===== config.mk =====
export PLATFORM = sky130hd
export DESIGN_NAME = utf8_to_utf16_transcoder_core
export DESIGN_NICKNAME = d
export VERILOG_FILES = /design/src/rtl/utt_pkg.sv /design/src/rtl/utf8_to_utf16_transcoder_core.sv /design/src/rtl/utt_front.sv /design/src/rtl/utt_queue.sv /design/src/rtl/utt_back.sv
export SDC_FILE = /design/constraint.sdc
export NUM_CORES = 1
export LEC_CHECK = 0
export BUFFER_PORTS_ARGS = -buffer_cell sky130_fd_sc_hd__buf_2
export CELL_PAD_IN_SITES_DETAIL_PLACEMENT = 0
export CELL_PAD_IN_SITES_GLOBAL_PLACEMENT = 1
export CORE_MARGIN = 2
export CORE_UTILIZATION = 33
export DETAILED_ROUTE_END_ITERATION = 12
export HOLD_SLACK_MARGIN = 0.12
export PLACE_DENSITY = 0.57
export SLEW_MARGIN = 20
export SYNTH_ARGS = -nofsm -noshare
export SYNTH_HDL_FRONTEND = slang
export SYNTH_SLANG_ARGS = --single-unit
export TNS_END_PERCENT = 50

===== constraint.sdc =====
create_clock -name clk_i -period 3.55 [get_ports clk_i]
set_input_delay 0 -clock clk_i [delete_from_list [all_inputs] [get_ports clk_i]]
set_output_delay 0 -clock clk_i [all_outputs]
set_load 0.01 [all_outputs]

===== src/rtl/utt_pkg.sv =====
`timescale 1ns / 1ps

package utt_pkg;

  localparam logic [3:0]  StAccept   = 4'd0;
  localparam logic [3:0]  StReject   = 4'd1;
  localparam logic [3:0]  StLast     = 4'd8;
  localparam logic [15:0] ReplUnit   = 16'hFFFD;
  localparam logic [15:0] SurrHiBase = 16'hD7C0;
  localparam logic [15:0] SurrLoBase = 16'hDC00;

  // depth of the record queue between decoder and serializer
  localparam int QDepth = 2;
  localparam int QAw    = (QDepth > 1) ? $clog2(QDepth) : 1;

  typedef enum logic [1:0] {
    TAIL_NONE = 2'd0,
    TAIL_CP   = 2'd1,
    TAIL_REPL = 2'd2,
    TAIL_EOS  = 2'd3
  } tail_e;

  // what one input byte produces: optional replacement, then the tail
  typedef struct packed {
    logic        pre_repl;
    tail_e       tail;
    logic [20:0] cp;
  } rec_t;

  typedef logic [11:0][3:0] row_t;

  function automatic logic [3:0] byte_class(input logic [7:0] b);
    logic [3:0] c;
    if (b < 8'h80)       c = 4'd0;
    else if (b < 8'h90)  c = 4'd1;
    else if (b < 8'hA0)  c = 4'd9;
    else if (b < 8'hC0)  c = 4'd7;
    else if (b < 8'hC2)  c = 4'd8;
    else if (b < 8'hE0)  c = 4'd2;
    else if (b == 8'hE0) c = 4'd10;
    else if (b == 8'hED) c = 4'd4;
    else if (b < 8'hF0)  c = 4'd3;
    else if (b == 8'hF0) c = 4'd11;
    else if (b < 8'hF4)  c = 4'd6;
    else if (b == 8'hF4) c = 4'd5;
    else                 c = 4'd8;
    return c;
  endfunction

  // transition table, one row per state, class 11 in the top nibble
  function automatic logic [3:0] next_state(input logic [3:0] st, input logic [3:0] cls);
    row_t row;
    logic [3:0] ns;
    case (st)
      4'd0:    row = 48'h6411_1785_3210;
      4'd2:    row = 48'h1101_0111_1101;
      4'd3:    row = 48'h1121_2111_1121;
      4'd4:    row = 48'h1111_2111_1111;
      4'd5:    row = 48'h1121_1111_1121;
      4'd6:    row = 48'h1131_3111_1111;
      4'd7:    row = 48'h1131_3111_1131;
      4'd8:    row = 48'h1111_1111_1131;
      default: row = 48'h1111_1111_1111;
    endcase
    if (cls > 4'd11) ns = StReject;
    else             ns = row[cls];
    return ns;
  endfunction

endpackage


===== src/rtl/utf8_to_utf16_transcoder_core.sv =====
`timescale 1ns / 1ps
// channel   | ports                                        | handshake
// ----------+----------------------------------------------+------------------------
// bytes in  | in_byte_i                                    | push_i, full_o
// units out | code_unit_o, last_of_run_o, end_of_string_o  | empty_o, pop_i
//
// one byte is taken per cycle while full_o is low; decoder steps are table lookups
// a record, when a byte gives one, is registered into the queue as the byte is taken; a surrogate pair or a
// replacement plus a second unit holds the output port for two pops
// full_o rises when the two-record queue between decoder and serializer is full
// reset is asynchronous: decoder back to accept and the queue empty

module utf8_to_utf16_transcoder_core import utt_pkg::*; (
  input  logic        clk_i,
  input  logic        rst_ni,
  input  logic        push_i,
  output logic        full_o,
  input  logic [7:0]  in_byte_i,
  output logic        empty_o,
  input  logic        pop_i,
  output logic [15:0] code_unit_o,
  output logic        last_of_run_o,
  output logic        end_of_string_o
);

  logic accept;
  logic rec_valid;
  rec_t rec_in;
  rec_t rec_head;
  logic rec_pop;
  logic rec_empty;

  assign accept = push_i && !full_o;

  utt_front u_front (
    .clk_i      (clk_i),
    .rst_ni     (rst_ni),
    .accept_i   (accept),
    .in_byte_i  (in_byte_i),
    .rec_valid_o(rec_valid),
    .rec_o      (rec_in)
  );

  utt_queue u_queue (
    .clk_i    (clk_i),
    .rst_ni   (rst_ni),
    .wr_i     (rec_valid),
    .wr_data_i(rec_in),
    .rd_i     (rec_pop),
    .rd_data_o(rec_head),
    .full_o   (full_o),
    .empty_o  (rec_empty)
  );

  utt_back u_back (
    .clk_i          (clk_i),
    .rst_ni         (rst_ni),
    .rec_i          (rec_head),
    .rec_empty_i    (rec_empty),
    .rec_pop_o      (rec_pop),
    .pop_i          (pop_i),
    .empty_o        (empty_o),
    .code_unit_o    (code_unit_o),
    .last_of_run_o  (last_of_run_o),
    .end_of_string_o(end_of_string_o)
  );

endmodule


===== src/rtl/utt_front.sv =====
`timescale 1ns / 1ps

module utt_front import utt_pkg::*; (
  input  logic       clk_i,
  input  logic       rst_ni,
  input  logic       accept_i,
  input  logic [7:0] in_byte_i,
  output logic       rec_valid_o,
  output rec_t       rec_o
);

  logic [3:0]  state_q, state_d;
  logic [20:0] partial_q, partial_d;
  logic [3:0]  cls;
  logic [3:0]  ns1, ns2;
  logic [20:0] pc1, pc2;

  always_comb begin
    cls = byte_class(in_byte_i);
    pc2 = {13'd0, in_byte_i & (8'hFF >> cls)};
    if (state_q != StAccept) begin
      pc1 = {partial_q[14:0], in_byte_i[5:0]};
    end else begin
      pc1 = pc2;
    end
    ns1 = next_state(state_q, cls);
    ns2 = next_state(StAccept, cls);
  end

  always_comb begin
    state_d       = state_q;
    partial_d     = partial_q;
    rec_valid_o   = 1'b0;
    rec_o.pre_repl = 1'b0;
    rec_o.tail    = TAIL_NONE;
    rec_o.cp      = pc1;
    if (accept_i) begin
      if (in_byte_i == 8'd0) begin
        // terminator drops any open sequence
        rec_valid_o = 1'b1;
        rec_o.tail  = TAIL_EOS;
        state_d     = StAccept;
        partial_d   = '0;
      end else if (ns1 == StAccept) begin
        rec_valid_o = 1'b1;
        rec_o.tail  = TAIL_CP;
        state_d     = StAccept;
        partial_d   = pc1;
      end else if (ns1 == StReject) begin
        rec_valid_o = 1'b1;
        if (state_q == StAccept) begin
          rec_o.tail = TAIL_REPL;
          state_d    = StAccept;
          partial_d  = '0;
        end else begin
          // replacement, then the same byte decoded from accept
          rec_o.pre_repl = 1'b1;
          rec_o.cp       = pc2;
          if (ns2 == StAccept) begin
            rec_o.tail = TAIL_CP;
            state_d    = StAccept;
            partial_d  = pc2;
          end else if (ns2 == StReject) begin
            rec_o.tail = TAIL_REPL;
            state_d    = StAccept;
            partial_d  = '0;
          end else begin
            rec_o.tail = TAIL_NONE;
            state_d    = ns2;
            partial_d  = pc2;
          end
        end
      end else begin
        state_d   = ns1;
        partial_d = pc1;
      end
    end
  end

  always_ff @(posedge clk_i or negedge rst_ni) begin
    if (!rst_ni) begin
      state_q   <= StAccept;
      partial_q <= '0;
    end else begin
      state_q   <= state_d;
      partial_q <= partial_d;
    end
  end

endmodule


===== src/rtl/utt_queue.sv =====
`timescale 1ns / 1ps

module utt_queue import utt_pkg::*; (
  input  logic clk_i,
  input  logic rst_ni,
  input  logic wr_i,
  input  rec_t wr_data_i,
  input  logic rd_i,
  output rec_t rd_data_o,
  output logic full_o,
  output logic empty_o
);

  localparam logic [QAw-1:0] PtrLast = QAw'(QDepth - 1);
  localparam logic [QAw:0]   CntFull = (QAw + 1)'(QDepth);

  rec_t           mem_q [QDepth];
  logic [QAw-1:0] wr_ptr_q, wr_ptr_d;
  logic [QAw-1:0] rd_ptr_q, rd_ptr_d;
  logic [QAw:0]   cnt_q, cnt_d;

  assign full_o    = (cnt_q == CntFull);
  assign empty_o   = (cnt_q == '0);
  assign rd_data_o = mem_q[rd_ptr_q];

  always_comb begin
    wr_ptr_d = wr_ptr_q;
    rd_ptr_d = rd_ptr_q;
    cnt_d    = cnt_q;
    if (wr_i) begin
      wr_ptr_d = (wr_ptr_q == PtrLast) ? '0 : wr_ptr_q + 1'b1;
    end
    if (rd_i) begin
      rd_ptr_d = (rd_ptr_q == PtrLast) ? '0 : rd_ptr_q + 1'b1;
    end
    if (wr_i && !rd_i) begin
      cnt_d = cnt_q + 1'b1;
    end else if (rd_i && !wr_i) begin
      cnt_d = cnt_q - 1'b1;
    end
  end

  always_ff @(posedge clk_i or negedge rst_ni) begin
    if (!rst_ni) begin
      wr_ptr_q <= '0;
      rd_ptr_q <= '0;
      cnt_q    <= '0;
    end else begin
      wr_ptr_q <= wr_ptr_d;
      rd_ptr_q <= rd_ptr_d;
      cnt_q    <= cnt_d;
    end
  end

  always_ff @(posedge clk_i) begin
    if (wr_i) begin
      mem_q[wr_ptr_q] <= wr_data_i;
    end
  end

endmodule


===== src/rtl/utt_back.sv =====
`timescale 1ns / 1ps

module utt_back import utt_pkg::*; (
  input  logic        clk_i,
  input  logic        rst_ni,
  input  rec_t        rec_i,
  input  logic        rec_empty_i,
  output logic        rec_pop_o,
  input  logic        pop_i,
  output logic        empty_o,
  output logic [15:0] code_unit_o,
  output logic        last_of_run_o,
  output logic        end_of_string_o
);

  logic        idx_q, idx_d;
  logic        big;
  logic [15:0] tail_u0, tail_u1;
  logic        tail_two;
  logic [15:0] u0, u1;
  logic        last_idx;
  logic        take;

  always_comb begin
    big      = |rec_i.cp[20:16];
    tail_two = 1'b0;
    tail_u1  = SurrLoBase + {6'd0, rec_i.cp[9:0]};
    case (rec_i.tail)
      TAIL_CP: begin
        if (big) begin
          tail_u0  = SurrHiBase + {5'd0, rec_i.cp[20:10]};
          tail_two = 1'b1;
        end else begin
          tail_u0 = rec_i.cp[15:0];
        end
      end
      TAIL_REPL: tail_u0 = ReplUnit;
      default:   tail_u0 = 16'd0;
    endcase

    if (rec_i.pre_repl) begin
      u0       = ReplUnit;
      u1       = tail_u0;
      last_idx = (rec_i.tail != TAIL_NONE);
    end else begin
      u0       = tail_u0;
      u1       = tail_u1;
      last_idx = tail_two;
    end
  end

  assign empty_o         = rec_empty_i;
  assign code_unit_o     = idx_q ? u1 : u0;
  assign last_of_run_o   = (idx_q == last_idx);
  assign end_of_string_o = (rec_i.tail == TAIL_EOS);

  assign take      = pop_i && !rec_empty_i;
  assign rec_pop_o = take && last_of_run_o;

  always_comb begin
    idx_d = idx_q;
    if (take) begin
      idx_d = last_of_run_o ? 1'b0 : 1'b1;
    end
  end

  always_ff @(posedge clk_i or negedge rst_ni) begin
    if (!rst_ni) begin
      idx_q <= 1'b0;
    end else begin
      idx_q <= idx_d;
    end
  end

endmodule


# Word level (Yosys, flattened, before mapping)

Memories as Yosys holds them, arrays and structs flattened.
Index checks and enable logic that the tools add are counted.

Reductions and logical operators: 18
Mux-type cells: 62
Shifts and indexed selects: 1
Bitwise gates (word level): 1
Order comparisons: 10
Add/subtract/negate cells: 6
Equality and inequality tests: 11

Operators with widths:

| operator               | count |
|---|---|
| $mux 4                 | 22 |
| $mux 21                | 4 |
| $lt 8x8->1 const B     | 8 |
| $mux 16                | 4 |
| $mux 24                | 2 |
| $mux 15                | 3 |
| $eq 8x8->1 const B     | 4 |
| $pmux 16 s2            | 1 |
| $mux 8                 | 3 |
| $add 15x11->16 const A | 1 |
| $add 15x12->16 const A | 1 |
| $bmux 4 s4             | 1 |
| $mux 1                 | 15 |
| $mux 2                 | 7 |
| $logic_not 4->1        | 3 |
| $and 8x8->8            | 1 |
| $eq 4x1->1 const B     | 2 |
| $logic_not 8->1        | 1 |
| $shr 8x4->8 const A    | 1 |
| $eq 2x2->1 const B     | 3 |
| $logic_and 1x1->1      | 5 |
| $lt 4x5->1 const B     | 1 |
| $reduce_or 5->1        | 1 |
| $gt 4x4->1 const B     | 1 |
| other kinds (9)        | 14 |

Bits in writable memories: 48
Input bits: 12
Memories kept: 3
Register bits: 24
ROM bits: 384
Logic and storage cells: 118

Memories:

| name            | words | bits a word | read ports | clocked after memory_dff | write ports | line            | source |
|---|---|---|---|---|---|---|---|
| (no name shown) | 16    | 20          | 1          | 0                        | 0           | utt_pkg.sv:54   | `case (st)` |
| (no name shown) | 16    | 4           | 1          | 0                        | 0           | utt_pkg.sv:66   | `else ns = row[cls];` |
| u_queue.mem_q   | 2     | 24          | 1          | 0                        | 1           | utt_queue.sv:17 | `rec_t mem_q [QDepth];` |

# Logic depth before layout (Yosys ltp)

Depth in word-level cells: 25
Mapped depth: 14
Mapped depth without buffers: 12

# Modules after synthesis

A second synthesis with hierarchy kept.

Cell total of the unflattened synthesis: 391
Area, all modules: 4,395.5 µm²

By module, submodules not included:

| module                        | area each (µm²) | times used | cells each | sequential area each (µm²) |
|---|---|---|---|---|
| utt_queue                     | 2,020.7         | 1          | 91         | 1,541.5 |
| utt_front                     | 1,774.2         | 1          | 208        | 475.5 |
| utt_back                      | 586.8           | 1          | 91         | 25.0 |
| utf8_to_utf16_transcoder_core | 13.8            | 1          | 1          | 0.0 |

# Least setup slack after synthesis

OpenSTA, ideal clock, no wires.

Path type: flip-flop to flip-flop
From: reg u_front.state_q[2]
To: mem u_queue.mem_q[0][0] in the netlist's numbering, enable pin
Buffers on the path: 1
Path slack: -0.230 ns
Stages on the path, launching flop included: 8
Arrival time: 3.345 ns
Cell sequence: dfrtp_1 -> clkbuf_1 -> nor3_1 -> nor4_1 -> nor4_1 -> o21ai_0 -> nand3_1 -> nor3_1

Word-level cells in the longest chain between the ends: 11
Elaborated cells on any way between the ends: 12

Ends and longest elaborated chain:

| item                             | line            | source |
|---|---|---|
| from (decl)                      | utt_front.sv:12 | `logic [3:0] state_q, state_d;` |
| from (signal assigned)           | utt_front.sv:82 | `state_q <= StAccept;` |
| from (signal assigned)           | utt_front.sv:85 | `state_q <= state_d;` |
| $mem_v2 16x20 (*)                | -               |  |
| $bmux 4 s4 (*)                   | utt_pkg.sv:66   |  |
| $mux 4 (not written as such) (*) | utt_pkg.sv:66   |  |
| $mux 4 (*)                       | utt_pkg.sv:65   | `if (cls > 4'd11) ns = StReject;` |
| $eq 4x1->1                       | utt_front.sv:49 | `end else if (ns1 == StReject) begin` |
| $mux 1                           | utt_front.sv:49 |  |
| $mux 1 (*)                       | utt_front.sv:44 | `end else if (ns1 == StAccept) begin` |
| $mux 1 (*)                       | utt_front.sv:38 | `if (in_byte_i == 8'd0) begin` |
| $mux 1 (*)                       | utt_front.sv:37 | `if (accept_i) begin` |
| $mux 1 (*)                       | utt_queue.sv:56 | `if (wr_i) begin` |
| $mux 1 (not written as such) (*) | utt_queue.sv:57 | `mem_q[wr_ptr_q] <= wr_data_i;` |
| to (decl)                        | utt_queue.sv:17 |  |

Every way passes the cells marked *; elsewhere a longest branch is shown, timed or not. The select of a mux whose other input is x is not followed.

==> impl_metrics.env <==
export IMPL_rsz0062_at_grt="no"
export IMPL_cp_start_kind="primary input"
export IMPL_crit_family="compound AO/OA/AOI/OAI gates"
export IMPL_cpPeakStageDelay_ps=520
export IMPL_clock_latency_ps=330
export IMPL_grt_pass1_vias=2968
export IMPL_synth_cell_types=71
export IMPL_post_route_period_util_pct=94.4
export IMPL_postCtsSetupBuffers=0
export IMPL_r2r_end="u_queue.cnt_q[1]$_DFFE_PN0P_"
export IMPL_leakage_uw=0.00196
export IMPL_crit_type="in -> reg"
export IMPL_rr_startpoint="u_queue.rd_ptr_q$_DFFE_PN0P_"
export IMPL_wl_per_cell_um=17.4
export IMPL_dpl_hpwl_mm=7.73
export IMPL_finalInstanceArea_mm2=0.00496
export IMPL_overflow=0
export IMPL_drt_total_wl_mm=10.4
export IMPL_min_to="u_front.partial_q[0]$_DFFE_PN0P_"
export IMPL_min_from="in_byte_i[0]"
export IMPL_cp_end_kind="flip-flop"
export IMPL_cts_buffer_depth=2
export IMPL_rr_worst_depth=11
export IMPL_clock_sinks=72
export IMPL_synthToLayoutAreaGrowth_pct=17.4
export IMPL_period_minus_slack_ps=3350
export IMPL_drtIter0Drc=185
export IMPL_synth_cells=388
export IMPL_syn_nets=406
export IMPL_crit_required_ps=3630
export IMPL_critPathSlowestCell="dlygate4sd3_1"
export IMPL_drc=0
export IMPL_crit_fanout=20
export IMPL_drv_cap=0
export IMPL_critPathArrivalTime_ps=3430
export IMPL_antenna_found_initial=0
export IMPL_r2r_slack_ps=620
export IMPL_coreArea_mm2=0.0126
export IMPL_tightest_slew_ps=595
export IMPL_crit_start="in_byte_i[1]"
export IMPL_gp_congestion=0.875
export IMPL_grtUsageTotal_pct=16.3
export IMPL_synth_most_common_cell="edfxtp_1"
export IMPL_cts_tree="done"
export IMPL_ant_nets=0
export IMPL_vias=3107
export IMPL_synth_edf_count=48
export IMPL_ys_async_sr_fraction_pct=33.3
export IMPL_path_clk_slew_ps=60
export IMPL_clock_fmax_ghz=0.299
export IMPL_finalSetupTns_ps=0
export IMPL_synth_top_area_share_pct=34.1
export IMPL_hold_depth=3
export IMPL_synth_flop_cell="edfxtp_1"
export IMPL_ys_seq_area_share_pct=48.4
export IMPL_synth_area_leaders="edfxtp_1 (34%), dfrtp_1 (14%), mux2i_1 (5.9%), nand2_1 (3.0%), and2_1 (2.7%)"
export IMPL_io_buffers=31
export IMPL_hold_class="in -> reg"
export IMPL_synthTopCellsByCount="edfxtp_1 (48), nand2_1 (34), nor2_1 (27), mux2i_1 (25), dfrtp_1 (24)"
export IMPL_yosys_warnings=0
export IMPL_rows=41
export IMPL_post_route_util_pct=39.4
export IMPL_htree_levels=3
export IMPL_power_density_mw_per_mm2=905
export IMPL_final_nets=437
export IMPL_vdd_drop_max_uv=326
export IMPL_synth_area_leader_cell="edfxtp_1"
export IMPL_grt_max_degree=25
export IMPL_path_cells="dlygate4sd3_1, buf_2, and3b_1, or2_4, a221oi_4, a22oi_1, o32a_1, and4b_4, a31oi_4, mux2_4"
export IMPL_slew_headroom_pct=60.1
export IMPL_n_antenna_cell=0
export IMPL_via_per_inst=5.21
export IMPL_place_area_mm2=0.00455
export IMPL_critPathBufInv=2
export IMPL_hold_viol=0
export IMPL_synth_area_mm2=0.00422
export IMPL_grt_pass1_wl_mm=16.7
export IMPL_syn_area_per_cell_um2=10.9
export IMPL_drive_above_1_share_pct=18.2
export IMPL_drtPass1Iterations=4
export IMPL_clock_skew_ps=7.63
export IMPL_fp_dieH_um=117
export IMPL_numCtsBuffers=9
export IMPL_io_pins=32
export IMPL_initial_core_util_pct=33.6
export IMPL_maxSlewViolCount=0
export IMPL_dieArea_mm2=0.0137
export IMPL_finalSetupViolCount=0
export IMPL_cts_root_buf="clkbuf_16"
export IMPL_power_uw=4490
export IMPL_outcome="complete, no violations"
export IMPL_ys_ff_latch=72
export IMPL_die_w_um=117
[power breakdown]
group / leakage, uW / internal (uW) / switching (uW)
Clock: 0.000164 / 691 / 338
Combinational: 0.00104 / 828 / 1240
Sequential: 0.000760 / 1230 / 166
[repair_timing]
| action | CTS | global route |
|---|---|---|
| endpoints found under the setup margin | 0 | 28 |
| hold endpoints to repair | 28 | 0 |
| gates resized for setup | 0 | 3 |
| hold buffers | 5 | 0 |
[cell type report]
cell class	count	area [um^2]
Clock buffer	10	229
Clock inverter	6	115
Fill cell	1241	7610
Inverter	11	41.3
Multi-Input combinational cell	281	2040
Sequential cell	72	2040
Tap cell	172	215
Timing Repair Buffer	44	278
[stage by stage]
stage | hold slack [ps] | setup slack (ps) | cells
6_report | 139 | 200 | 596
2_1_floorplan | -296 | 51.5 | 388
4_1_cts | 124 | 139 | 596
5_1_grt | 148 | 6.26 | 596
3_3_place_gp | 40.8 | 389 | 575
3_5_place_dp | 49.8 | 349 | 575
[worst reg2reg max path: stages (launching register included)]
cell      delay (ps)
dfrtp_1          490
buf_4            400
mux2i_1          400
inv_1            120
ha_1             280
nand3_1           80
o21ai_0          100
xnor2_1          230
nand2b_1         130
ha_1             320
nor2_1           150
xor2_1           150
[how the worst max path moves through the flow]
stage / end / slack [ps] / depth (start not counted)
after floorplan: u_queue.cnt_q[1]$_DFFE_PN0P_ / 50 / 14
after global placement: u_queue.mem_q[0][6]$_DFFE_PP_ / 390 / 9
after detailed placement: u_queue.mem_q[0][6]$_DFFE_PP_ / 350 / 9
after CTS: code_unit_o[3] / 140 / 8
after global routing: u_queue.mem_q[1][6]$_DFFE_PP_ / 6 / 10
final: u_queue.mem_q[1][6]$_DFFE_PP_ / 200 / 10
[kinds of logic (layout without fill, tap and decap cells)]
family / Yosys count / count (layout) / synth area share [%]
muxes: 31 / 31 / 7.62
xor gates and xnor gates: 8 / 8 / 1.66
buffers and inverters: 35 / 71 / 3.85
AOI/OAI and AO/OA: 105 / 105 / 19.2
and+or+nand+nor: 131 / 131 / 17.5
adders and majority gates: 6 / 6 / 1.78
DFF: 72 / 72 / 48.4
[layer usage]
metal	share of wire [%]	track usage [%]	vias up
met3	3.0	3.14	10
met5	0	0	-
met1	47	22.2	1504
met2	49	26.6	52
li1	-	-	1541
met4	1.0	4.31	0
[state kept, by name, indices dropped and copies added, names as in the netlist]
register,count
u_queue.mem_q,48
u_front.partial_q,15
u_front.state_q,4
u_queue.cnt_q,2
u_back.idx_q,1
u_queue.rd_ptr_q,1
u_queue.wr_ptr_q,1
[placed cells by master (no fill, tap or decap), types with 4 or more instances in the layout]
| master | n |
|---|---|
| buf_4 | 7 |
| ha_1 | 6 |
| a22o_1 | 8 |
| xnor2_1 | 5 |
| o21ai_1 | 4 |
| nand2_1 | 34 |
| a21oi_1 | 16 |
| buf_2 | 31 |
| and2_1 | 18 |
| clkbuf_16 | 9 |
| dlygate4sd3_1 | 5 |
| a211oi_1 | 4 |
| inv_1 | 11 |
| o31ai_1 | 5 |
| nand3_1 | 7 |
| dfrtp_1 | 24 |
| a221oi_1 | 9 |
| mux2_2 | 5 |
| o21ai_0 | 17 |
| nor2_1 | 27 |
| mux2i_1 | 25 |
| nand2b_1 | 4 |
| o21a_1 | 9 |
| edfxtp_1 | 48 |
| nor3b_1 | 4 |
| nor4_1 | 4 |
| nor3_1 | 6 |
(Power assumes the default switching activity.)
